File: config.mk
export PLATFORM = sky130hd
export DESIGN_NAME = rgb_to_hsl_convert_flat
export DESIGN_NICKNAME = d
export VERILOG_FILES = /design/src/rgbhsl_pkg.sv /design/src/rgbhsl_pix_if.sv /design/src/rgbhsl_hsl_if.sv /design/src/rgbhsl_front.sv /design/src/rgbhsl_div.sv /design/src/rgbhsl_back.sv /design/src/rgb_to_hsl_convert.sv /design/src/flat_wrapper.sv
export SDC_FILE = /design/constraint.sdc
export NUM_CORES = 2
export LEC_CHECK = 0
export BUFFER_PORTS_ARGS = -buffer_cell sky130_fd_sc_hd__buf_4
export CAP_MARGIN = 5
export CORE_MARGIN = 4
export CORE_UTILIZATION = 67
export CTS_CLUSTER_DIAMETER = 100
export DETAILED_ROUTE_END_ITERATION = 6
export PLACE_DENSITY = 0.84
export SYNTH_ARGS = -nofsm -noshare
export SYNTH_HDL_FRONTEND = slang
export SYNTH_SLANG_ARGS = --single-unit
File: constraint.sdc
create_clock -name clk -period 18.88 [get_ports clk]
set_input_delay 1.888 -clock clk [delete_from_list [all_inputs] [get_ports clk]]
set_output_delay 1.888 -clock clk [all_outputs]
set_load 0.05 [all_outputs]
File: src/rgbhsl_pkg.sv
// ----------------------------------------------------------------------------
// rgbhsl_pkg
// Shared widths, fixed-point constants and pipeline payload types of the
// RGB to HSL converter.
// ----------------------------------------------------------------------------
`default_nettype none

package rgbhsl_pkg;

	// Field widths.
	localparam int unsigned CH_W  = 8;   // one color channel
	localparam int unsigned HUE_W = 17;  // hue, degrees * 256
	localparam int unsigned PCT_W = 15;  // saturation and lightness, percent * 256
	localparam int unsigned SUM_W = 9;   // max + min

	// Divider geometry. Every quotient stays below 2**QUO_W, so the division
	// starts with the numerator bits above QUO_W already in the remainder.
	localparam int unsigned QUO_W      = 15;
	localparam int unsigned REM_W      = SUM_W;
	localparam int unsigned NUM_W      = QUO_W + REM_W;
	localparam int unsigned DIV_STAGES = QUO_W;

	// Fixed-point constants.
	localparam int unsigned HUE_SECTOR = 15360;  // 60 degrees
	localparam int unsigned HUE_GREEN  = 30720;  // 120 degrees
	localparam int unsigned HUE_BLUE   = 61440;  // 240 degrees
	localparam int unsigned HUE_FULL   = 92160;  // 360 degrees
	localparam int unsigned PCT_ONE    = 25600;  // 100 percent
	localparam int unsigned SUM_FULL   = 510;
	localparam int unsigned SUM_HALF   = 255;

	// Lightness is sum * 12800 / 255. The product of sum and this reciprocal,
	// shifted right by LIG_SHIFT, gives the floor exactly for every sum up to 510.
	localparam int unsigned LIG_RECIP = 6579301;
	localparam int unsigned LIG_SHIFT = 17;

	typedef enum logic [1:0] {
		SECT_RED   = 2'd0,
		SECT_GREEN = 2'd1,
		SECT_BLUE  = 2'd2
	} sect_t;

	typedef struct packed {
		sect_t sect;
		logic  neg;
		logic  gray;
	} hue_ctl_t;

	// One division in flight: partial remainder, the numerator bits not yet
	// consumed with the quotient bits shifted in behind them, and the divisor.
	typedef struct packed {
		logic [REM_W-1:0] rem;
		logic [QUO_W-1:0] nq;
		logic [REM_W-1:0] den;
	} lane_t;

	typedef struct packed {
		hue_ctl_t         ctl;
		lane_t            hue;
		lane_t            sat;
		logic [PCT_W-1:0] lig;
	} div_t;

endpackage

`default_nettype wire

File: src/rgbhsl_pix_if.sv
// ----------------------------------------------------------------------------
// rgbhsl_pix_if
// Pixel channel: valid/ready handshake with one RGB pixel as payload.
// ----------------------------------------------------------------------------
`default_nettype none

interface rgbhsl_pix_if;
	logic                          valid;
	logic                          ready;
	logic [rgbhsl_pkg::CH_W-1:0]   red;
	logic [rgbhsl_pkg::CH_W-1:0]   green;
	logic [rgbhsl_pkg::CH_W-1:0]   blue;

	modport source (output valid, output red, output green, output blue, input ready);
	modport sink   (input valid, input red, input green, input blue, output ready);
endinterface

`default_nettype wire

File: src/rgbhsl_hsl_if.sv
// ----------------------------------------------------------------------------
// rgbhsl_hsl_if
// Result channel: valid/ready handshake with hue, saturation and lightness.
// ----------------------------------------------------------------------------
`default_nettype none

interface rgbhsl_hsl_if;
	logic                          valid;
	logic                          ready;
	logic [rgbhsl_pkg::HUE_W-1:0]  hue;
	logic [rgbhsl_pkg::PCT_W-1:0]  saturation;
	logic [rgbhsl_pkg::PCT_W-1:0]  lightness;

	modport source (output valid, output hue, output saturation, output lightness,
		input ready);
	modport sink   (input valid, input hue, input saturation, input lightness,
		output ready);
endinterface

`default_nettype wire

File: src/rgbhsl_front.sv
// ----------------------------------------------------------------------------
// rgbhsl_front
// Two pipeline stages: channel max/min and hue sector, then the scaled
// numerators and divisors of the hue and saturation divisions and the
// lightness.
// ----------------------------------------------------------------------------
`default_nettype none

module rgbhsl_front (
	input  logic                        clk,
	input  logic                        arst_n,
	input  logic                        in_valid,
	output logic                        in_ready,
	input  logic [rgbhsl_pkg::CH_W-1:0] red,
	input  logic [rgbhsl_pkg::CH_W-1:0] green,
	input  logic [rgbhsl_pkg::CH_W-1:0] blue,
	output logic                        out_valid,
	input  logic                        out_ready,
	output rgbhsl_pkg::div_t            out_data
);

	logic [rgbhsl_pkg::CH_W-1:0]  ch_max, ch_min, op_a, op_b;
	logic [rgbhsl_pkg::CH_W-1:0]  delta_c, mag_c;
	rgbhsl_pkg::sect_t            sect_c;

	logic                         vld_s1, vld_s2;
	logic                         en_s1, en_s2;
	rgbhsl_pkg::hue_ctl_t         ctl_s1;
	logic [rgbhsl_pkg::CH_W-1:0]  delta_s1, mag_s1;
	logic [rgbhsl_pkg::SUM_W-1:0] sum_s1;
	rgbhsl_pkg::div_t             div_c, div_s2;

	logic [rgbhsl_pkg::NUM_W-1:0] num_hue, num_sat;
	logic [rgbhsl_pkg::SUM_W-1:0] den_sat;
	logic [31:0]                  lig_prod;

	// Stage 1: extremes and sector choice. Ties go to red, then green.
	always_comb begin
		ch_max = red;
		ch_min = red;
		if (green > ch_max) ch_max = green;
		if (blue  > ch_max) ch_max = blue;
		if (green < ch_min) ch_min = green;
		if (blue  < ch_min) ch_min = blue;
		delta_c = ch_max - ch_min;

		priority if (red >= green && red >= blue) begin
			sect_c = rgbhsl_pkg::SECT_RED;
			op_a   = green;
			op_b   = blue;
		end else if (green >= blue) begin
			sect_c = rgbhsl_pkg::SECT_GREEN;
			op_a   = blue;
			op_b   = red;
		end else begin
			sect_c = rgbhsl_pkg::SECT_BLUE;
			op_a   = red;
			op_b   = green;
		end
		mag_c = (op_a >= op_b) ? (op_a - op_b) : (op_b - op_a);
	end

	assign en_s2    = !vld_s2 || out_ready;
	assign en_s1    = !vld_s1 || en_s2;
	assign in_ready = en_s1;

	always_ff @(posedge clk or negedge arst_n) begin
		if (!arst_n) begin
			vld_s1 <= 1'b0;
		end else if (en_s1) begin
			vld_s1 <= in_valid;
		end
	end

	always_ff @(posedge clk) begin
		if (en_s1 && in_valid) begin
			ctl_s1.sect <= sect_c;
			ctl_s1.neg  <= (op_a < op_b);
			ctl_s1.gray <= (delta_c == '0);
			delta_s1    <= delta_c;
			mag_s1      <= mag_c;
			sum_s1      <= rgbhsl_pkg::SUM_W'(ch_max) + rgbhsl_pkg::SUM_W'(ch_min);
		end
	end

	// Stage 2: constant scaling and divisor selection.
	always_comb begin
		num_hue  = rgbhsl_pkg::NUM_W'(32'(rgbhsl_pkg::HUE_SECTOR) * 32'(mag_s1));
		num_sat  = rgbhsl_pkg::NUM_W'(32'(rgbhsl_pkg::PCT_ONE) * 32'(delta_s1));
		lig_prod = 32'(sum_s1) * 32'(rgbhsl_pkg::LIG_RECIP);
		den_sat  = (sum_s1 <= rgbhsl_pkg::SUM_W'(rgbhsl_pkg::SUM_HALF)) ? sum_s1 :
			(rgbhsl_pkg::SUM_W'(rgbhsl_pkg::SUM_FULL) - sum_s1);

		div_c.ctl     = ctl_s1;
		div_c.hue.rem = num_hue[rgbhsl_pkg::NUM_W-1:rgbhsl_pkg::QUO_W];
		div_c.hue.nq  = num_hue[rgbhsl_pkg::QUO_W-1:0];
		div_c.hue.den = rgbhsl_pkg::REM_W'(delta_s1);
		div_c.sat.rem = num_sat[rgbhsl_pkg::NUM_W-1:rgbhsl_pkg::QUO_W];
		div_c.sat.nq  = num_sat[rgbhsl_pkg::QUO_W-1:0];
		div_c.sat.den = den_sat;
		div_c.lig     = lig_prod[rgbhsl_pkg::LIG_SHIFT +: rgbhsl_pkg::PCT_W];
	end

	always_ff @(posedge clk or negedge arst_n) begin
		if (!arst_n) begin
			vld_s2 <= 1'b0;
		end else if (en_s2) begin
			vld_s2 <= vld_s1;
		end
	end

	always_ff @(posedge clk) begin
		if (en_s2 && vld_s1) begin
			div_s2 <= div_c;
		end
	end

	assign out_valid = vld_s2;
	assign out_data  = div_s2;

endmodule

`default_nettype wire

File: src/rgbhsl_div.sv
// ----------------------------------------------------------------------------
// rgbhsl_div
// Pipelined restoring divider: the hue and saturation divisions side by side,
// one quotient bit per stage for each; the lightness rides along.
// ----------------------------------------------------------------------------
`default_nettype none

module rgbhsl_div (
	input  logic             clk,
	input  logic             arst_n,
	input  logic             in_valid,
	output logic             in_ready,
	input  rgbhsl_pkg::div_t in_data,
	output logic             out_valid,
	input  logic             out_ready,
	output rgbhsl_pkg::div_t out_data
);

	function automatic rgbhsl_pkg::lane_t lane_step(input rgbhsl_pkg::lane_t l);
		logic [rgbhsl_pkg::REM_W:0] trial;
		logic                       ge;
		rgbhsl_pkg::lane_t          r;
		trial = {l.rem, l.nq[rgbhsl_pkg::QUO_W-1]};
		ge    = (trial >= {1'b0, l.den});
		r.den = l.den;
		r.rem = ge ? rgbhsl_pkg::REM_W'(trial - {1'b0, l.den}) : rgbhsl_pkg::REM_W'(trial);
		r.nq  = {l.nq[rgbhsl_pkg::QUO_W-2:0], ge};
		return r;
	endfunction

	function automatic rgbhsl_pkg::div_t div_step(input rgbhsl_pkg::div_t d);
		rgbhsl_pkg::div_t r;
		r.ctl = d.ctl;
		r.hue = lane_step(d.hue);
		r.sat = lane_step(d.sat);
		r.lig = d.lig;
		return r;
	endfunction

	logic             vld_s [rgbhsl_pkg::DIV_STAGES];
	rgbhsl_pkg::div_t dat_s [rgbhsl_pkg::DIV_STAGES];
	logic             src_v [rgbhsl_pkg::DIV_STAGES];
	rgbhsl_pkg::div_t src_d [rgbhsl_pkg::DIV_STAGES];
	logic             rdy   [rgbhsl_pkg::DIV_STAGES+1];

	assign rdy[rgbhsl_pkg::DIV_STAGES] = out_ready;

	genvar k;
	generate
		for (k = 0; k < rgbhsl_pkg::DIV_STAGES; k++) begin : g_stage
			if (k == 0) begin : g_head
				assign src_v[k] = in_valid;
				assign src_d[k] = in_data;
			end else begin : g_body
				assign src_v[k] = vld_s[k-1];
				assign src_d[k] = dat_s[k-1];
			end

			// A stage takes a new request when it is empty or its content moves on.
			assign rdy[k] = !vld_s[k] || rdy[k+1];

			always_ff @(posedge clk or negedge arst_n) begin
				if (!arst_n) begin
					vld_s[k] <= 1'b0;
				end else if (rdy[k]) begin
					vld_s[k] <= src_v[k];
				end
			end

			always_ff @(posedge clk) begin
				if (rdy[k] && src_v[k]) begin
					dat_s[k] <= div_step(src_d[k]);
				end
			end
		end
	endgenerate

	assign in_ready  = rdy[0];
	assign out_valid = vld_s[rgbhsl_pkg::DIV_STAGES-1];
	assign out_data  = dat_s[rgbhsl_pkg::DIV_STAGES-1];

`ifndef SYNTH
	// A finished division of a non-gray pixel leaves a remainder below its divisor.
	a_hue_rem: assert property (@(posedge clk) disable iff (!arst_n)
		out_valid && !out_data.ctl.gray |-> out_data.hue.rem < out_data.hue.den)
		else $error("hue division remainder not below divisor");

	a_sat_rem: assert property (@(posedge clk) disable iff (!arst_n)
		out_valid && !out_data.ctl.gray |-> out_data.sat.rem < out_data.sat.den)
		else $error("saturation division remainder not below divisor");

	a_hold: assert property (@(posedge clk) disable iff (!arst_n)
		out_valid && !out_ready |=> out_valid && $stable(out_data))
		else $error("stalled division request changed");
`endif

endmodule

`default_nettype wire

File: src/rgbhsl_back.sv
// ----------------------------------------------------------------------------
// rgbhsl_back
// Output stage: places the hue term in its sector, clears gray pixels and
// holds the result until it is taken.
// ----------------------------------------------------------------------------
`default_nettype none

module rgbhsl_back (
	input  logic                         clk,
	input  logic                         arst_n,
	input  logic                         in_valid,
	output logic                         in_ready,
	input  rgbhsl_pkg::div_t             in_data,
	output logic                         out_valid,
	input  logic                         out_ready,
	output logic [rgbhsl_pkg::HUE_W-1:0] hue,
	output logic [rgbhsl_pkg::PCT_W-1:0] saturation,
	output logic [rgbhsl_pkg::PCT_W-1:0] lightness
);

	logic [rgbhsl_pkg::HUE_W-1:0] term, base, hue_c;
	logic [rgbhsl_pkg::PCT_W-1:0] sat_c;
	logic                         en;
	logic                         vld_s18;
	logic [rgbhsl_pkg::HUE_W-1:0] hue_s18;
	logic [rgbhsl_pkg::PCT_W-1:0] sat_s18, lig_s18;

	always_comb begin
		term = rgbhsl_pkg::HUE_W'(in_data.hue.nq);
		unique case (in_data.ctl.sect)
			rgbhsl_pkg::SECT_RED:   base = in_data.ctl.neg ?
				rgbhsl_pkg::HUE_W'(rgbhsl_pkg::HUE_FULL) : '0;
			rgbhsl_pkg::SECT_GREEN: base = rgbhsl_pkg::HUE_W'(rgbhsl_pkg::HUE_GREEN);
			rgbhsl_pkg::SECT_BLUE:  base = rgbhsl_pkg::HUE_W'(rgbhsl_pkg::HUE_BLUE);
			default:                base = '0;
		endcase
		if (in_data.ctl.gray) begin
			hue_c = '0;
			sat_c = '0;
		end else begin
			hue_c = in_data.ctl.neg ? (base - term) : (base + term);
			sat_c = in_data.sat.nq;
		end
	end

	assign en       = !vld_s18 || out_ready;
	assign in_ready = en;

	always_ff @(posedge clk or negedge arst_n) begin
		if (!arst_n) begin
			vld_s18 <= 1'b0;
		end else if (en) begin
			vld_s18 <= in_valid;
		end
	end

	always_ff @(posedge clk) begin
		if (en && in_valid) begin
			hue_s18 <= hue_c;
			sat_s18 <= sat_c;
			lig_s18 <= in_data.lig;
		end
	end

	assign out_valid  = vld_s18;
	assign hue        = hue_s18;
	assign saturation = sat_s18;
	assign lightness  = lig_s18;

`ifndef SYNTH
	a_hue_range: assert property (@(posedge clk) disable iff (!arst_n)
		out_valid |-> hue <= rgbhsl_pkg::HUE_W'(rgbhsl_pkg::HUE_FULL))
		else $error("hue beyond full circle");

	a_sat_range: assert property (@(posedge clk) disable iff (!arst_n)
		out_valid |-> saturation <= rgbhsl_pkg::PCT_W'(rgbhsl_pkg::PCT_ONE))
		else $error("saturation beyond one hundred percent");

	a_hold: assert property (@(posedge clk) disable iff (!arst_n)
		out_valid && !out_ready |=> out_valid && $stable({hue, saturation, lightness}))
		else $error("stalled result changed");
`endif

endmodule

`default_nettype wire

File: src/rgb_to_hsl_convert.sv
// ----------------------------------------------------------------------------
// rgb_to_hsl_convert
// RGB to HSL converter, 8-bit channels in, percent and degree fixed point out.
// ----------------------------------------------------------------------------
// The block takes one pixel request per clock when the result side does not
// stall, and returns hue, saturation and lightness: two stages find the
// extremes, scale the numerators and form the lightness by a constant
// reciprocal multiplication, a 15-stage restoring divider produces
// one quotient bit per stage for the hue and saturation divisions at once, and
// a last stage places the hue and holds the result. Every stage has its own
// valid bit and moves whenever it is empty or its successor moves, so a
// stalled result leaves the stages behind it free to fill; no state carries
// from one pixel to the next.
// ----------------------------------------------------------------------------
`default_nettype none

module rgb_to_hsl_convert (
	input  logic                clk,
	input  logic                arst_n,
	rgbhsl_pix_if.sink          pix,
	rgbhsl_hsl_if.source        hsl
);

	logic             fd_valid, fd_ready;
	rgbhsl_pkg::div_t fd_data;
	logic             db_valid, db_ready;
	rgbhsl_pkg::div_t db_data;

	rgbhsl_front u_front (
		.clk       (clk),
		.arst_n    (arst_n),
		.in_valid  (pix.valid),
		.in_ready  (pix.ready),
		.red       (pix.red),
		.green     (pix.green),
		.blue      (pix.blue),
		.out_valid (fd_valid),
		.out_ready (fd_ready),
		.out_data  (fd_data)
	);

	rgbhsl_div u_div (
		.clk       (clk),
		.arst_n    (arst_n),
		.in_valid  (fd_valid),
		.in_ready  (fd_ready),
		.in_data   (fd_data),
		.out_valid (db_valid),
		.out_ready (db_ready),
		.out_data  (db_data)
	);

	rgbhsl_back u_back (
		.clk        (clk),
		.arst_n     (arst_n),
		.in_valid   (db_valid),
		.in_ready   (db_ready),
		.in_data    (db_data),
		.out_valid  (hsl.valid),
		.out_ready  (hsl.ready),
		.hue        (hsl.hue),
		.saturation (hsl.saturation),
		.lightness  (hsl.lightness)
	);

endmodule

`default_nettype wire

File: src/flat_wrapper.sv
// flat-port wrapper written by rule: the top's interface ports become plain ports
module rgb_to_hsl_convert_flat 
  (clk, arst_n, pix_valid, pix_red, pix_green, pix_blue, pix_ready, hsl_valid, hsl_hue, hsl_saturation, hsl_lightness, hsl_ready);
  rgbhsl_pix_if pix_i ();
  rgbhsl_hsl_if hsl_i ();
  input  logic clk;
  input  logic arst_n;
  input wire logic [$bits(pix_i.valid)-1:0] pix_valid;
  input wire logic [$bits(pix_i.red)-1:0] pix_red;
  input wire logic [$bits(pix_i.green)-1:0] pix_green;
  input wire logic [$bits(pix_i.blue)-1:0] pix_blue;
  output wire logic [$bits(pix_i.ready)-1:0] pix_ready;
  output wire logic [$bits(hsl_i.valid)-1:0] hsl_valid;
  output wire logic [$bits(hsl_i.hue)-1:0] hsl_hue;
  output wire logic [$bits(hsl_i.saturation)-1:0] hsl_saturation;
  output wire logic [$bits(hsl_i.lightness)-1:0] hsl_lightness;
  input wire logic [$bits(hsl_i.ready)-1:0] hsl_ready;
  assign pix_i.valid = pix_valid;
  assign pix_i.red = pix_red;
  assign pix_i.green = pix_green;
  assign pix_i.blue = pix_blue;
  assign pix_ready = pix_i.ready;
  assign hsl_valid = hsl_i.valid;
  assign hsl_hue = hsl_i.hue;
  assign hsl_saturation = hsl_i.saturation;
  assign hsl_lightness = hsl_i.lightness;
  assign hsl_i.ready = hsl_ready;
  rgb_to_hsl_convert u_core (.clk(clk), .arst_n(arst_n), .pix(pix_i), .hsl(hsl_i));
endmodule
After elaboration in Yosys (flattened, before gate mapping)
Memory sizes are Yosys's and may differ from the RTL's.
Cells that the tools add are included.
Cells by class
  eq/ne operators: 2
  magnitude comparators: 40
  reductions and logical operators: 57
  multiplexer cells: 74
  add/sub/neg operators: 37
  multiply operators: 3
Operators with widths (count)
  greater-or-equal comparator 10 x 9 -> 1 bit: 28
  two-way mux 9 bit: 31
  subtractor 9 bit: 29
  two-way mux 8 bit: 9
  one-hot mux 17 bit (3 select lines): 1
  greater-or-equal comparator 8 bit: 5
  two-way mux 17 bit: 2
  multiplier 9 x 23 -> 32 bit (second input constant): 1
  two-way mux 1 bit: 30
  < comparator 8 bit: 3
  subtractor 8 bit: 3
  logical AND 1 bit: 19
  zero test 1 bit: 18
  logical OR 1 bit: 18
  adder 17 x 15 -> 17 bit: 1
  subtractor 17 x 15 -> 17 bit: 1
  greater-than comparator 8 bit: 2
  multiplier 5 x 8 -> 13 bit (first input constant): 1
  multiplier 4 x 8 -> 12 bit (first input constant): 1
  adder 8 x 8 -> 9 bit: 1
  greater-or-equal comparator 9 bit: 1
  less-or-equal comparator 9 x 8 -> 1 bit (second input constant): 1
  subtractor 8 x 8 -> 9 bit: 1
  subtractor 9 bit (first input constant): 1
  5 further kinds: 5
Word-level totals
  input bits: 28
  RAM bits: 1275
  memories: 1
  output and inout port bits: 49
  flip-flop bits (word level): 155
Memory list
  u_core.u_div.dat_s: depth 15, bits a word 85, rd ports 15, clocked after Yosys merged registers in 0, wr ports 15, RTL line rgbhsl_div.sv:41  | rgbhsl_pkg::div_t dat_s [rgbhsl_pkg::DIV_STAGES];

Longest topological paths before layout
  depth after elaboration: 20
  gate-level depth with buffers: 28

By module
A second synthesis with hierarchy kept.
Second synthesis, totals
  cell total of the unflattened synthesis: 4604
  area total of the unflattened synthesis: 67238.2 um2
By module, submodules not included
  rgbhsl_div: seq. area each 38662.1 um2, area each 55241.7 um2, cells an instance 3497, instances 1
  rgbhsl_front: seq. area each 2602.5 um2, area each 9242.6 um2, cells an instance 867, instances 1
  rgbhsl_back: seq. area each 1436.4 um2, area each 2753.9 um2, cells an instance 240, instances 1

Least setup slack after synthesis
OpenSTA, ideal clock, no wires.
  path type: input port to flip-flop
  from: in hsl_ready
  to: mem u_core.u_div.dat_s[0][510] (netlist bit), enable pin
  path buffers: 0
  stages on the path: 5
  slack: 11.062 ns
  library setup time: 0.595 ns
  arrival: 7.224 ns
  cell sequence: nand4b_1 nor2_1 nand3_1 nor2_1 a21boi_0
RTL lines
  start: declaration: RTL line flat_wrapper.sv:17  | input wire logic [$bits(hsl_i.ready)-1:0] hsl_ready;
  end: declaration: RTL line rgbhsl_div.sv:41

Final worst setup path
  from: in pix_green[3]
  to: reg u_core.u_front.sum_s1[8] (netlist bit) (data pin)
On the way
  word-level cells in the longest chain between the ends: 5
  elaborated cells on any way between the ends: 9
  classes of those cells: add/sub: 1; order compare: 4; mux: 4
RTL lines
  start: declaration: RTL line flat_wrapper.sv:10  | input wire logic [$bits(pix_i.green)-1:0] pix_green;
  greater-than comparator 8 bit / < comparator 8 bit (equally long branches): RTL line rgbhsl_front.sv:41, rgbhsl_front.sv:43
  two-way mux 8 bit (on tied branches): RTL line rgbhsl_front.sv:41, rgbhsl_front.sv:43
  greater-than comparator 8 bit / < comparator 8 bit (equally long branches): RTL line rgbhsl_front.sv:42, rgbhsl_front.sv:44
  two-way mux 8 bit (on tied branches): RTL line rgbhsl_front.sv:42, rgbhsl_front.sv:44
  adder 8 x 8 -> 9 bit (*): RTL line rgbhsl_front.sv:82  | sum_s1 <= rgbhsl_pkg::SUM_W'(ch_max) + rgbhsl_pkg::SUM_W'(ch_min);
  end signal: assignment: RTL line rgbhsl_front.sv:82
  end: declaration: RTL line rgbhsl_front.sv:30  | logic [rgbhsl_pkg::SUM_W-1:0] sum_s1;
Mark *: on every way between the ends. The rest lies on a longest branch, timed or not.
A chain may end at the register's enable or synchronous reset.

==> impl_results.md <==
- Fin worst setup slack: 11.81 ns
- Slew headroom: 0.1808
- Syn nets: 4,601
- CP max stage cell: o21ai_2
- Commonest cells in the synthesized netlist: 1,144 x edfxtp_1, 496 x inv_1, 441 x ha_1
- Post-Route WL: 108,700 um
- Crit end category: flip-flop
- Fin crit period: 7.071 ns
- Clock sinks: 1,162
- GRT Overall Usage: 0.2509
- Largest family of logic cells by synthesized area: adder cells
- Die area: 0.08769 mm2
- Top-count cell post-synth: edfxtp_1
- DIE HEIGHT: 296.1 um
- ANT cells: 0
- Clock power share: 0.194
- NetSw: 4.249 mW
- Xor and xnor area share after synthesis: 0.02834
- Setup violations, final: 0
- Main synth FF type: edfxtp_1
- Worst-path clk slew: 0.06 ns
- Fmax: 141.4 MHz
- R2R setup slack: 13.86 ns
- Clock tree root driver cell: clkbuf_16
- Compound-Gate Fraction of Synth Area: 0.06935
- Area growth from synthesis to layout: 10.27%
- Simple-gate portion of the synthesized area: 0.07529
- Die extent in x: 296.1 um
- Mux contribution to synthesized area: 0.04146
- Num CTS Buffers: 113
- Hold Path End: u_core.u_div.dat_s[0][621]
- Worst path buffer plus inverter count: 3
- Reg2reg start: u_core.u_front.delta_s1[0]
- Antenna Violating Nets Remaining: 0
- #FFs+latches synth: 1,162
- DR iter-0 viols: 1,957
- Number of synthesized flops with an enable pin: 1,144
- Initial antenna violation count: 1
- DRT Pass-1 Iters: 6
- Adder-Cell Fraction of Synth Area: 0.1230
- GP Congestion: 0.8777
- Via density: 5.921
- Vias: 31,950
- Final nets: 4,767
- Dpl cells: 5,187
- Synth unique cells: 71
- Share of the synthesized area in the top cell type: 0.6176
- Slew Limit Fails: 0
- CORE AREA: 0.08224 mm2
- RR Endpoint: u_core.u_front.out_data[14]
- Largest net degree at the start of global routing: 78
- Hold Crit Start: u_core.u_div.dat_s[0][535]
- Sequential share of the synthesized area: 0.6257
- Critical path launch point type: input pin
- Fraction of registers with async set/reset: 0.01549
- P_int: 7.428 mW
- HPWL after DPL: 69,760 um
- Synth area leaders: edfxtp_1 62%, ha_1 9.9%, inv_1 3.3%
- Worst setup path class: input pin to flip-flop
- Setup tns final: 0 ns
- CTS max path bufs: 3
- Post-route insts no fill: 5,397
- Post-Place Setup Slack: 11.16 ns
- Comb pwr share: 0.429
- Crit Path Max Fanout: 19
- Hold WS: 0.3923 ns
- Hold path depth: 0
- YS warnings: 0
- Synthesized area: 0.05562 mm2
- Crit path arrival time: 7.53 ns
- Initial Util: 0.6763
- Switching share of power: 0.3639
- Max VDD drop: 209.8 uV
- TritonCTS clock tree: done
- Resized Gates After CTS: 0
- First-pass GRT wire length: 173,700 um
- Crit path required time: 19.33 ns
- PwrDens: 190.4 mW/mm2
- Postcts setup bufs: 0
- IO Pins: 77
- Aggregate global routing overflow: 0
- RSZ-0062 raised after global routing: false
- Family with the most delay on the worst path: compound AO/OA/AOI/OAI gates
- Layout Skew: 0.05562 ns
- Syn Inst Count: 4,066
- Standard-cell rows: 105
- Leakage power: 25.00 nW
- Layout cell share with drive strength beyond 1: 0.1045
- Crit-path max cell delay: 0.67 ns
- WL per Instance: 20.15 um
- Vias in the first global route: 33,400
- Max-Cap Viols: 0
- R2r worst-path depth: 15
- Sequential power share: 0.377
- Worst slew pin tran: 1.229 ns
- Largest area contributor in the netlist: edfxtp_1
- Worst hold path class: flip-flop to flip-flop
- Mean Syn Cell Area: 13.68 um2
- Status: finished clean
- Count of buffers from port buffering: 76
- Max H-tree Level: 3
- DRC: 0
- Fin. Hold Viols: 0
- Hold-fix buffers, CTS: 0
- Fin crit share: 0.3745
- Clk Latency, worst-skew pair: 0.72 ns
==> routing by layer <==
layer,global-route usage,routed length [um]
met2,0.4872,60060
met1,0.2743,39330
met5,0,19
met4,0.09658,4259
met3,0.03827,5072
==> state kept, by name (all words and copies together), names as in the netlist, named ones only <==
register                  cells
u_core.u_front.mag_s1         8
u_core.u_div.dat_s         1011
u_core.u_back.hue            17
u_core.u_front.out_valid      1
u_core.u_front.ctl_s1         4
u_core.u_front.out_data      57
u_core.u_back.lightness      15
u_core.u_back.out_valid       1
u_core.u_front.vld_s1         1
u_core.u_div.src_v           14
u_core.u_front.delta_s1       8
u_core.u_back.saturation     15
u_core.u_front.sum_s1         8
u_core.u_div.out_valid        1
==> per-stage QoR <==
stage | instance area [um2] | power (mW) | util
3_3_place_gp | 57600 | 9.000 | 0.7004
6_report | 61330 | 11.68 | 0.7457
3_5_place_dp | 57600 | 9.250 | 0.7004
5_1_grt | 61330 | 12.46 | 0.7457
4_1_cts | 61330 | 11.69 | 0.7457
2_1_floorplan | 55620 | 8.119 | -
==> worst max-delay path by stage <==
stage | to | depth (start not counted) | from
global placement | u_core.u_front.sum_s1[8] | 26 | pix_green[3]
global route | u_core.u_front.sum_s1[8] | 26 | pix_green[3]
detailed placement | u_core.u_front.ctl_s1[0] | 24 | pix_green[3]
CTS | u_core.u_front.sum_s1[8] | 26 | pix_green[3]
floorplan | u_core.u_div.dat_s[0][510] | 5 | hsl_ready
finish | u_core.u_front.sum_s1[8] | 26 | pix_green[3]
==> area by class of cell <==
class / count / area, um2
repair buffers: 95 / 713.2
multi-input cells: 2364 / 18880
inverters: 496 / 1862
flip-flops and latches: 1162 / 34800
clock buffers: 133 / 2903
well taps: 1070 / 1339
fillers: 4669 / 20910
clock inverters: 77 / 828.3
==> worst register-to-register path, cell delays in order, from the launching register on <==
cell      delay (ns)
edfxtp_1        0.60
ha_1            0.36
ha_1            0.33
fa_1            0.55
inv_1           0.06
fa_1            0.53
inv_1           0.04
ha_1            0.26
nand2_1         0.04
or3_1           0.35
a211oi_1        0.57
a31oi_1         0.21
a21oi_2         0.27
a311o_1         0.29
nand2_1         0.11
o211a_1         0.23
==> cell families (layout without fill, tap and decap cells) <==
kind of cell / Yosys count / after routing
AOI/OAI and AO/OA: 637 / 637
xor gates and xnor gates: 180 / 180
adders and majority gates: 507 / 507
buffers and inverters: 540 / 801
DFF: 1162 / 1162
muxes: 213 / 213
other: 1 / 1
and+or+nand+nor: 826 / 826
==> power by group through the flow <==
stage / sequential, mW / combinational (mW) / clock, mW
global placement: 4.37 / 4.63 / 0
CTS: 4.40 / 5.00 / 2.29
detailed placement: 4.42 / 4.83 / 0
finish: 4.40 / 5.01 / 2.27
floorplan: 4.37 / 3.75 / 0
global route: 4.46 / 5.60 / 2.41
==> cell usage in the layout, fill, tap and decap left out, types with 11 or more instances in the layout <==
master	synthesis	layout
inv_1	496	496
clkinvlp_4	0	12
nand4_1	55	55
nand2_1	140	140
nand3b_1	11	11
buf_4	2	95
a21o_1	76	76
xor2_1	67	67
o31ai_1	16	16
o211a_1	12	12
nor2b_1	101	96
nand2b_1	66	66
edfxtp_1	1144	1144
o21ai_0	150	150
clkinv_1	0	17
o21a_1	20	20
xnor2_1	113	113
nor2_1	259	258
nand3_1	47	47
dfrtp_1	18	18
a21boi_0	30	29
mux2i_1	74	74
fa_1	66	66
mux2_2	139	139
a21oi_1	256	255
o21bai_1	16	16
bufinv_16	0	11
clkbuf_1	33	20
clkbuf_16	0	113
ha_1	441	441
nor3_1	55	55
clkinv_2	0	26
and2_1	26	18
Note: power is estimated with default switching activity, not from simulation.
